[config.mk]
export PLATFORM = sky130hd
export DESIGN_NAME = sha1_hash_engine_core
export DESIGN_NICKNAME = d
export VERILOG_FILES = /design/src/design/sha1he_pkg.sv /design/src/design/sha1he_round.sv /design/src/design/sha1_hash_engine_core.sv
export SDC_FILE = /design/constraint.sdc
export NUM_CORES = 2
export LEC_CHECK = 0
export BUFFER_PORTS_ARGS = -buffer_cell sky130_fd_sc_hd__buf_2
export CAP_MARGIN = 30
export CORE_MARGIN = 8
export CORE_UTILIZATION = 50
export DETAILED_ROUTE_END_ITERATION = 8
export PLACE_DENSITY = 0.69
export SYNTH_ARGS = -nofsm -noshare
export SYNTH_HDL_FRONTEND = slang
export SYNTH_HIERARCHICAL = 1
export SYNTH_SLANG_ARGS = --single-unit
[constraint.sdc]
create_clock -name clk -period 13.6 [get_ports clk]
set_input_delay 0.68 -clock clk [delete_from_list [all_inputs] [get_ports clk]]
set_output_delay 0.68 -clock clk [all_outputs]
set_load 0.005 [all_outputs]
[src/design/sha1he_pkg.sv]
// Shared types and constants of the SHA-1 hash engine.
`default_nettype none

package sha1he_pkg;

    localparam int BYTE_COUNT_WIDTH = 61;
    localparam int LEN_BITS_WIDTH   = 64;
    localparam int ROUND_COUNT      = 80;

    typedef logic [4:0][31:0]  chain_t;
    typedef logic [15:0][31:0] window_t;

    typedef struct packed {
        logic [31:0] a;
        logic [31:0] b;
        logic [31:0] c;
        logic [31:0] d;
        logic [31:0] e;
    } abcde_t;

    typedef enum logic [2:0] {
        ST_IDLE,
        ST_PAD_MARK,
        ST_PAD_ZERO,
        ST_PAD_LEN,
        ST_ROUND,
        ST_FINAL,
        ST_EMIT
    } state_t;

    typedef enum logic [1:0] {
        AFTER_IDLE,
        AFTER_MARK,
        AFTER_ZERO,
        AFTER_EMIT
    } after_t;

    localparam chain_t SHA1_IV = {
        32'hC3D2E1F0, 32'h10325476, 32'h98BADCFE, 32'hEFCDAB89, 32'h67452301
    };

    localparam logic [31:0] K_00_19 = 32'h5A827999;
    localparam logic [31:0] K_20_39 = 32'h6ED9EBA1;
    localparam logic [31:0] K_40_59 = 32'h8F1BBCDC;
    localparam logic [31:0] K_60_79 = 32'hCA62C1D6;

    localparam logic [7:0] PAD_MARK_BYTE = 8'h80;

endpackage

`default_nettype wire

[src/design/sha1he_round.sv]
// One SHA-1 compression round: round function, constant select and word update.
`default_nettype none

module sha1he_round (
    input  sha1he_pkg::abcde_t cur,
    input  logic [31:0]        w,
    input  logic [6:0]         round,
    output sha1he_pkg::abcde_t nxt
);
    import sha1he_pkg::*;

    logic [31:0] f;
    logic [31:0] k;
    logic [31:0] t;

    always_comb
    begin
        if (round inside {[7'd0:7'd19]})
        begin
            f = (cur.b & cur.c) | (~cur.b & cur.d);
            k = K_00_19;
        end
        else if (round inside {[7'd20:7'd39]})
        begin
            f = cur.b ^ cur.c ^ cur.d;
            k = K_20_39;
        end
        else if (round inside {[7'd40:7'd59]})
        begin
            f = (cur.b & cur.c) | (cur.b & cur.d) | (cur.c & cur.d);
            k = K_40_59;
        end
        else
        begin
            f = cur.b ^ cur.c ^ cur.d;
            k = K_60_79;
        end
    end

    assign t = {cur.a[26:0], cur.a[31:27]} + f + cur.e + k + w;

    always_comb
    begin
        nxt.a = t;
        nxt.b = cur.a;
        nxt.c = {cur.b[1:0], cur.b[31:2]};
        nxt.d = cur.c;
        nxt.e = cur.d;
    end

endmodule

`default_nettype wire

[src/design/sha1_hash_engine_core.sv]
// Top level of the SHA-1 hash engine: byte intake, padding sequencer and digest output.
`default_nettype none

// SHA-1 of a byte stream, one byte per input transfer. A byte that does not
// complete a 64-byte block is shifted into the message window and counted. A
// byte that completes a block is taken in and then holds the input through 80
// rounds in the single shared round unit, one round per cycle, and the fold
// of the result into the chaining words. An item marked last then pads at one
// byte per cycle, if need be into a second padding block, compresses one or
// two blocks and offers the five digest words h0..h4 as five output
// transfers, one per cycle while the output is not stalled. No input is taken
// from the moment an item completes a block or ends a message until that block
// is folded in or the fifth digest word has been transferred; after a message
// the engine restarts from the initial vector.

module sha1_hash_engine_core (
    input  wire logic        clk,
    input  wire logic        rst_n,
    input  wire logic        in_valid,
    output logic             in_stall,
    input  wire logic [7:0]  data_byte,
    input  wire logic        no_byte,
    input  wire logic        is_last,
    output logic             out_valid,
    input  wire logic        out_stall,
    output logic [31:0]      digest_word,
    output logic [2:0]       word_index,
    output logic             last_word
);
    import sha1he_pkg::*;

    state_t                        state_reg, state_next;
    after_t                        after_reg, after_next;
    logic [5:0]                    pos_reg, pos_next;
    logic                          ovf_reg, ovf_next;
    logic [2:0]                    len_idx_reg, len_idx_next;
    logic [6:0]                    round_reg, round_next;
    logic [2:0]                    word_idx_reg, word_idx_next;
    logic [BYTE_COUNT_WIDTH-1:0]   count_reg, count_next;
    chain_t                        chain_reg, chain_next;
    window_t                       window_reg, window_next;
    abcde_t                        abcde_reg, abcde_next;

    abcde_t                        round_out;
    logic [31:0]                   sched_new;
    logic [LEN_BITS_WIDTH-1:0]     len_bits;
    logic [7:0]                    len_byte;
    logic [519:0]                  byte_shift;
    logic [7:0]                    shift_byte;
    logic                          shift_en;
    logic                          in_xfer;
    logic                          out_xfer;

    sha1he_round u_round (
        .cur   (abcde_reg),
        .w     (window_reg[15]),
        .round (round_reg),
        .nxt   (round_out)
    );

    assign in_xfer   = in_valid && !in_stall;
    assign out_xfer  = out_valid && !out_stall;
    assign sched_new = window_reg[2] ^ window_reg[7] ^ window_reg[13] ^ window_reg[15];
    assign len_bits  = LEN_BITS_WIDTH'(count_reg) << 3;
    assign len_byte  = len_bits[{3'(3'd7 - len_idx_reg), 3'b000} +: 8];
    assign byte_shift = {window_reg, shift_byte};

    always_comb
    begin
        state_next    = state_reg;
        after_next    = after_reg;
        pos_next      = pos_reg;
        ovf_next      = ovf_reg;
        len_idx_next  = len_idx_reg;
        round_next    = 7'd0;
        word_idx_next = word_idx_reg;
        count_next    = count_reg;
        chain_next    = chain_reg;
        abcde_next    = '{a: chain_reg[0], b: chain_reg[1], c: chain_reg[2],
                          d: chain_reg[3], e: chain_reg[4]};
        shift_byte    = 8'd0;
        shift_en      = 1'b0;
        window_next   = window_reg;

        case (state_reg)
            ST_IDLE:
            begin
                if (in_xfer)
                begin
                    if (!no_byte)
                    begin
                        shift_byte = data_byte;
                        shift_en   = 1'b1;
                        count_next = count_reg + BYTE_COUNT_WIDTH'(1);
                        pos_next   = 6'(count_reg[5:0] + 6'd1);
                        if (count_reg[5:0] == 6'd63)
                        begin
                            state_next = ST_ROUND;
                            after_next = is_last ? AFTER_MARK : AFTER_IDLE;
                        end
                        else if (is_last)
                        begin
                            state_next = ST_PAD_MARK;
                        end
                    end
                    else if (is_last)
                    begin
                        pos_next   = count_reg[5:0];
                        state_next = ST_PAD_MARK;
                    end
                end
            end
            ST_PAD_MARK:
            begin
                shift_byte = PAD_MARK_BYTE;
                shift_en   = 1'b1;
                pos_next   = pos_reg + 6'd1;
                ovf_next   = 1'b0;
                if (pos_reg == 6'd63)
                begin
                    state_next = ST_ROUND;
                    after_next = AFTER_ZERO;
                end
                else if (pos_reg >= 6'd56)
                begin
                    ovf_next   = 1'b1;
                    state_next = ST_PAD_ZERO;
                end
                else if (pos_reg == 6'd55)
                begin
                    len_idx_next = 3'd0;
                    state_next   = ST_PAD_LEN;
                end
                else
                begin
                    state_next = ST_PAD_ZERO;
                end
            end
            ST_PAD_ZERO:
            begin
                shift_en = 1'b1;
                pos_next = pos_reg + 6'd1;
                if (ovf_reg && pos_reg == 6'd63)
                begin
                    ovf_next   = 1'b0;
                    state_next = ST_ROUND;
                    after_next = AFTER_ZERO;
                end
                else if (!ovf_reg && pos_reg == 6'd55)
                begin
                    len_idx_next = 3'd0;
                    state_next   = ST_PAD_LEN;
                end
            end
            ST_PAD_LEN:
            begin
                shift_byte   = len_byte;
                shift_en     = 1'b1;
                len_idx_next = len_idx_reg + 3'd1;
                if (len_idx_reg == 3'd7)
                begin
                    state_next = ST_ROUND;
                    after_next = AFTER_EMIT;
                end
            end
            ST_ROUND:
            begin
                abcde_next  = round_out;
                window_next = {window_reg[14:0], {sched_new[30:0], sched_new[31]}};
                round_next  = round_reg + 7'd1;
                if (round_reg == 7'(ROUND_COUNT - 1))
                begin
                    state_next = ST_FINAL;
                end
            end
            ST_FINAL:
            begin
                chain_next[0] = chain_reg[0] + abcde_reg.a;
                chain_next[1] = chain_reg[1] + abcde_reg.b;
                chain_next[2] = chain_reg[2] + abcde_reg.c;
                chain_next[3] = chain_reg[3] + abcde_reg.d;
                chain_next[4] = chain_reg[4] + abcde_reg.e;
                case (after_reg)
                    AFTER_IDLE: state_next = ST_IDLE;
                    AFTER_MARK:
                    begin
                        pos_next   = 6'd0;
                        state_next = ST_PAD_MARK;
                    end
                    AFTER_ZERO:
                    begin
                        pos_next   = 6'd0;
                        ovf_next   = 1'b0;
                        state_next = ST_PAD_ZERO;
                    end
                    AFTER_EMIT:
                    begin
                        word_idx_next = 3'd0;
                        state_next    = ST_EMIT;
                    end
                    default: state_next = ST_IDLE;
                endcase
            end
            ST_EMIT:
            begin
                if (out_xfer)
                begin
                    if (word_idx_reg == 3'd4)
                    begin
                        chain_next = SHA1_IV;
                        count_next = '0;
                        state_next = ST_IDLE;
                    end
                    else
                    begin
                        word_idx_next = word_idx_reg + 3'd1;
                    end
                end
            end
            default: state_next = ST_IDLE;
        endcase

        if (shift_en)
        begin
            window_next = byte_shift[511:0];
        end
    end

    always_comb
    begin
        in_stall    = (state_reg != ST_IDLE);
        out_valid   = (state_reg == ST_EMIT);
        word_index  = word_idx_reg;
        last_word   = (word_idx_reg == 3'd4);
        case (word_idx_reg)
            3'd0:    digest_word = chain_reg[0];
            3'd1:    digest_word = chain_reg[1];
            3'd2:    digest_word = chain_reg[2];
            3'd3:    digest_word = chain_reg[3];
            default: digest_word = chain_reg[4];
        endcase
    end

    always_ff @(posedge clk or negedge rst_n)
    begin
        if (!rst_n)
        begin
            state_reg    <= ST_IDLE;
            after_reg    <= AFTER_IDLE;
            pos_reg      <= 6'd0;
            ovf_reg      <= 1'b0;
            len_idx_reg  <= 3'd0;
            round_reg    <= 7'd0;
            word_idx_reg <= 3'd0;
            count_reg    <= '0;
            chain_reg    <= SHA1_IV;
        end
        else
        begin
            state_reg    <= state_next;
            after_reg    <= after_next;
            pos_reg      <= pos_next;
            ovf_reg      <= ovf_next;
            len_idx_reg  <= len_idx_next;
            round_reg    <= round_next;
            word_idx_reg <= word_idx_next;
            count_reg    <= count_next;
            chain_reg    <= chain_next;
        end
    end

    always_ff @(posedge clk)
    begin
        window_reg <= window_next;
        abcde_reg  <= abcde_next;
    end

endmodule

`default_nettype wire

==> key figures <==
Synthesis
  • Mean post-synth cell area: 8.99 um2
  • Syn nets: about 6300
  • Yosys warnings: 6
  • Synth cell types: 101
  • Top cell type's share of synthesized area: 0.288
  • Async SR Flop Fraction: 0.268
  • Seq/Total Area, Yosys: 0.465
  • Dominant cells by area after synthesis: edfxtp_1, nand2_1, dfrtp_1
  • Commonest cells post-synth: nand2_1, edfxtp_1, a21oi_1, nor2_1, clkbuf_1
  • Synth Instances: between 5000 and 6000
  • Number of flops mapped to enable cells by yosys: around 510
  • Top-count cell post-synth: nand2_1
  • Cell taking the most area after synthesis: edfxtp_1
  • #FFs+latches synth: 918
  • Most common flop cell mapped by yosys: edfxtp_1
  • Post-Synthesis Cell Area: 53400 um2

Worst setup path
  • R2r setup slk: 8.07 ns
  • Largest stage delay, worst path: about 0.53 ns
  • Worst path cell trace: and3_1, nor3_2, buf_4, inv_1, o22ai_1, nor2_1, fa_1, fa_1, inv_1, ha_1, nand2_2, o311a_4, o31ai_4, a21boi_2, o2111a_1, or3_1, o311ai_1, nand2_1, nand2_1
  • Reg2reg end: abcde_reg[157]$_DFF_P_
  • Critical Path Start Type: flip-flop
  • CP arrival: 6.16 ns
  • Worst Setup SP: round_reg[4]$_DFF_PN0_
  • Reg2reg path depth: 19
  • Critical-path cell with the highest stage delay: fa_1
  • CP Capture Type: flip-flop
  • Kind of critical path: flip-flop to flip-flop
  • Worst-path fanout max: 20
  • Reg2reg start: round_reg[4]$_DFF_PN0_
  • Critical Path RT: 14.23 ns

Floorplanning
  • Die height: 343 um
  • Die X: 343 um
  • # IOs: 52
  • Core ar.: roughly 110000 um2
  • Starting Density: 0.502
  • Row Count: 120
  • Die ar.: 118000 um2

Placed design
  • Post-DP Area: between 50000 and 60000 um2
  • Post-DP HPWL: around 95 mm
  • Pre-CTS setup slack: 8.11 ns
  • GPL Wtd Cong: 0.950
  • Number of port buffers: between 50 and 60

Timing
  • Post-route minimum period: 5.53 ns
  • Slew Viols, Final: 0
  • Maximum clock rate: 0.181 GHz
  • Clock Skew: 0.0235 ns
  • Worst Tran Pin Value: 1.16 ns
  • Part of the cycle the worst path needs: 0.407
  • Fin. Hold Viols: 4
  • RSZ-0062 raised after global routing: no
  • Rel. slew slack: 0.229
  • Worst hold slack: -0.00659 ns
  • Final setup TNS: 0 ns
  • Setup violators final: 0
  • Post-route worst setup slack: 8.07 ns

Route
  • Pre-antenna DRT Iters: 6
  • Total number of vias: 40581
  • Post-DR vias/cell: 5.62
  • 1st-iter DRT viols: 3914
  • ANT nets after route: 0
  • Residual DRC: 0
  • WL per Instance: 19.2 um
  • Overall routed net length: 139 mm

CTS
  • CTS buffer count: 98
  • CTS tree: done
  • H-tree depth: 3
  • # Post-CTS Setup Buffers: 0
  • Clock buffer depth: 3
  • Clock Sinks: between 900 and 1000
  • Hold buffers post-CTS: 0
  • Clock Tree Root: clkbuf_16
  • Skew-Pair Late Insertion Delay: 0.69 ns
  • Clock transition at path regs: 0.06 ns
  • Post-CTS Resized: 0

Worst hold path
  • Hold Path Class: primary input to async pin

Run
  • Max-Cap Viols: 0

Final layout
  • Number of flip-flops in the largest register: slightly above 500
  • Synthesis-to-layout area growth: 7.33%
  • Final Cell Area: 57300 um2
  • Final #Nets: around 6100
  • Share of cells above drive strength 1: 0.0665

GRT
  • First-pass GRT wire length: 219 mm
  • Largest net degree at the start of global routing: 215
  • GRT Total Usage: 0.232
  • Total gr overflow: 0
  • Initial antenna violation count: 1
  • Vias in the first global route: 39195

Outcome
  • Status: finished with violations
  • Failing checks: hold timing
-- logic make-up (layout without fill, tap and decap cells) --
kind of cell,count (synthesis),after routing,share of synthesized area
xor gates and xnor gates,315,315,0.0519
buffers and inverters,630,514,0.0539
DFF,918,918,0.465
AOI/OAI and AO/OA,934,934,0.111
and+or+nand+nor,2754,2754,0.209
other,0,1,0
adders and majority gates,332,332,0.0954
muxes,56,56,0.0135
-- area by class of cell --
class,count,area [um2]
repair buffers,96,766
flip-flops and latches,918,24800
clock inverters,41,508
diodes,1,2.50
fillers,9522,49100
clock buffers,144,2790
inverters,233,875
multi-input cells,4391,25800
well taps,1403,1760
-- cells in the final DEF, fill, tap and decap left out, types with 29 or more instances in the layout --
cell       count
nand2_1     2142
edfxtp_1     512
a21oi_1      245
nor2_1       244
inv_1        231
o21ai_0      223
ha_1         207
xnor2_1      193
dfrtp_1      166
dfxtp_1      160
fa_1         125
xor2_1       121
nand3_1      103
clkbuf_16    100
a21o_1        96
dfstp_2       80
a22oi_1       73
a31oi_1       59
buf_2         50
and3_1        49
nor3_1        47
mux2i_1       43
buf_4         35
clkbuf_1      31
o21bai_1      29
-- layer usage --
| layer | wire (um) | global-route usage | up-vias | part of all wire |
|---|---|---|---|---|
| li1 | - | - | 19496 | - |
| met4 | 4950 | 0.0798 | 0 | 0.036 |
| met5 | 0 | 0 | - | 0 |
| met2 | 65000 | 0.378 | 1134 | 0.47 |
| met3 | 7990 | 0.0343 | 273 | 0.058 |
| met1 | 60600 | 0.316 | 19678 | 0.44 |
-- critical path, delay by kind of cell, from the launching register on --
family / cells / cell delay, ns
AO/OA/AOI/OAI: 6 / 1.59
adder cells (fa/ha/maj): 3 / 1.39
AND/OR/NAND/NOR: 7 / 1.17
buffers and inverters: 3 / 0.83
flip-flops: 1 / 0.46
-- how the worst max path moves through the flow --
stage / to / slack, ns / cells after the start
CTS: abcde_reg[157]$_DFF_P_ / 8.10 / 19
finish: abcde_reg[157]$_DFF_P_ / 8.07 / 19
floorplan: byte_shift[100]$_DFFE_PP_ / 5.04 / 7
global route: abcde_reg[152]$_DFF_P_ / 7.75 / 19
global placement: abcde_reg[157]$_DFF_P_ / 8.19 / 19
detailed placement: abcde_reg[157]$_DFF_P_ / 8.11 / 19
-- stage by stage --
stage / util / std cells
floorplan: - / 5939
global placement: 0.506 / 7036
detailed placement: 0.506 / 7036
CTS: 0.537 / 7221
global route: 0.538 / 7226
finish: 0.538 / 7227
Power is not shown: default switching activity piles up to over one toggle a cycle in this logic, so the estimate is an artifact.
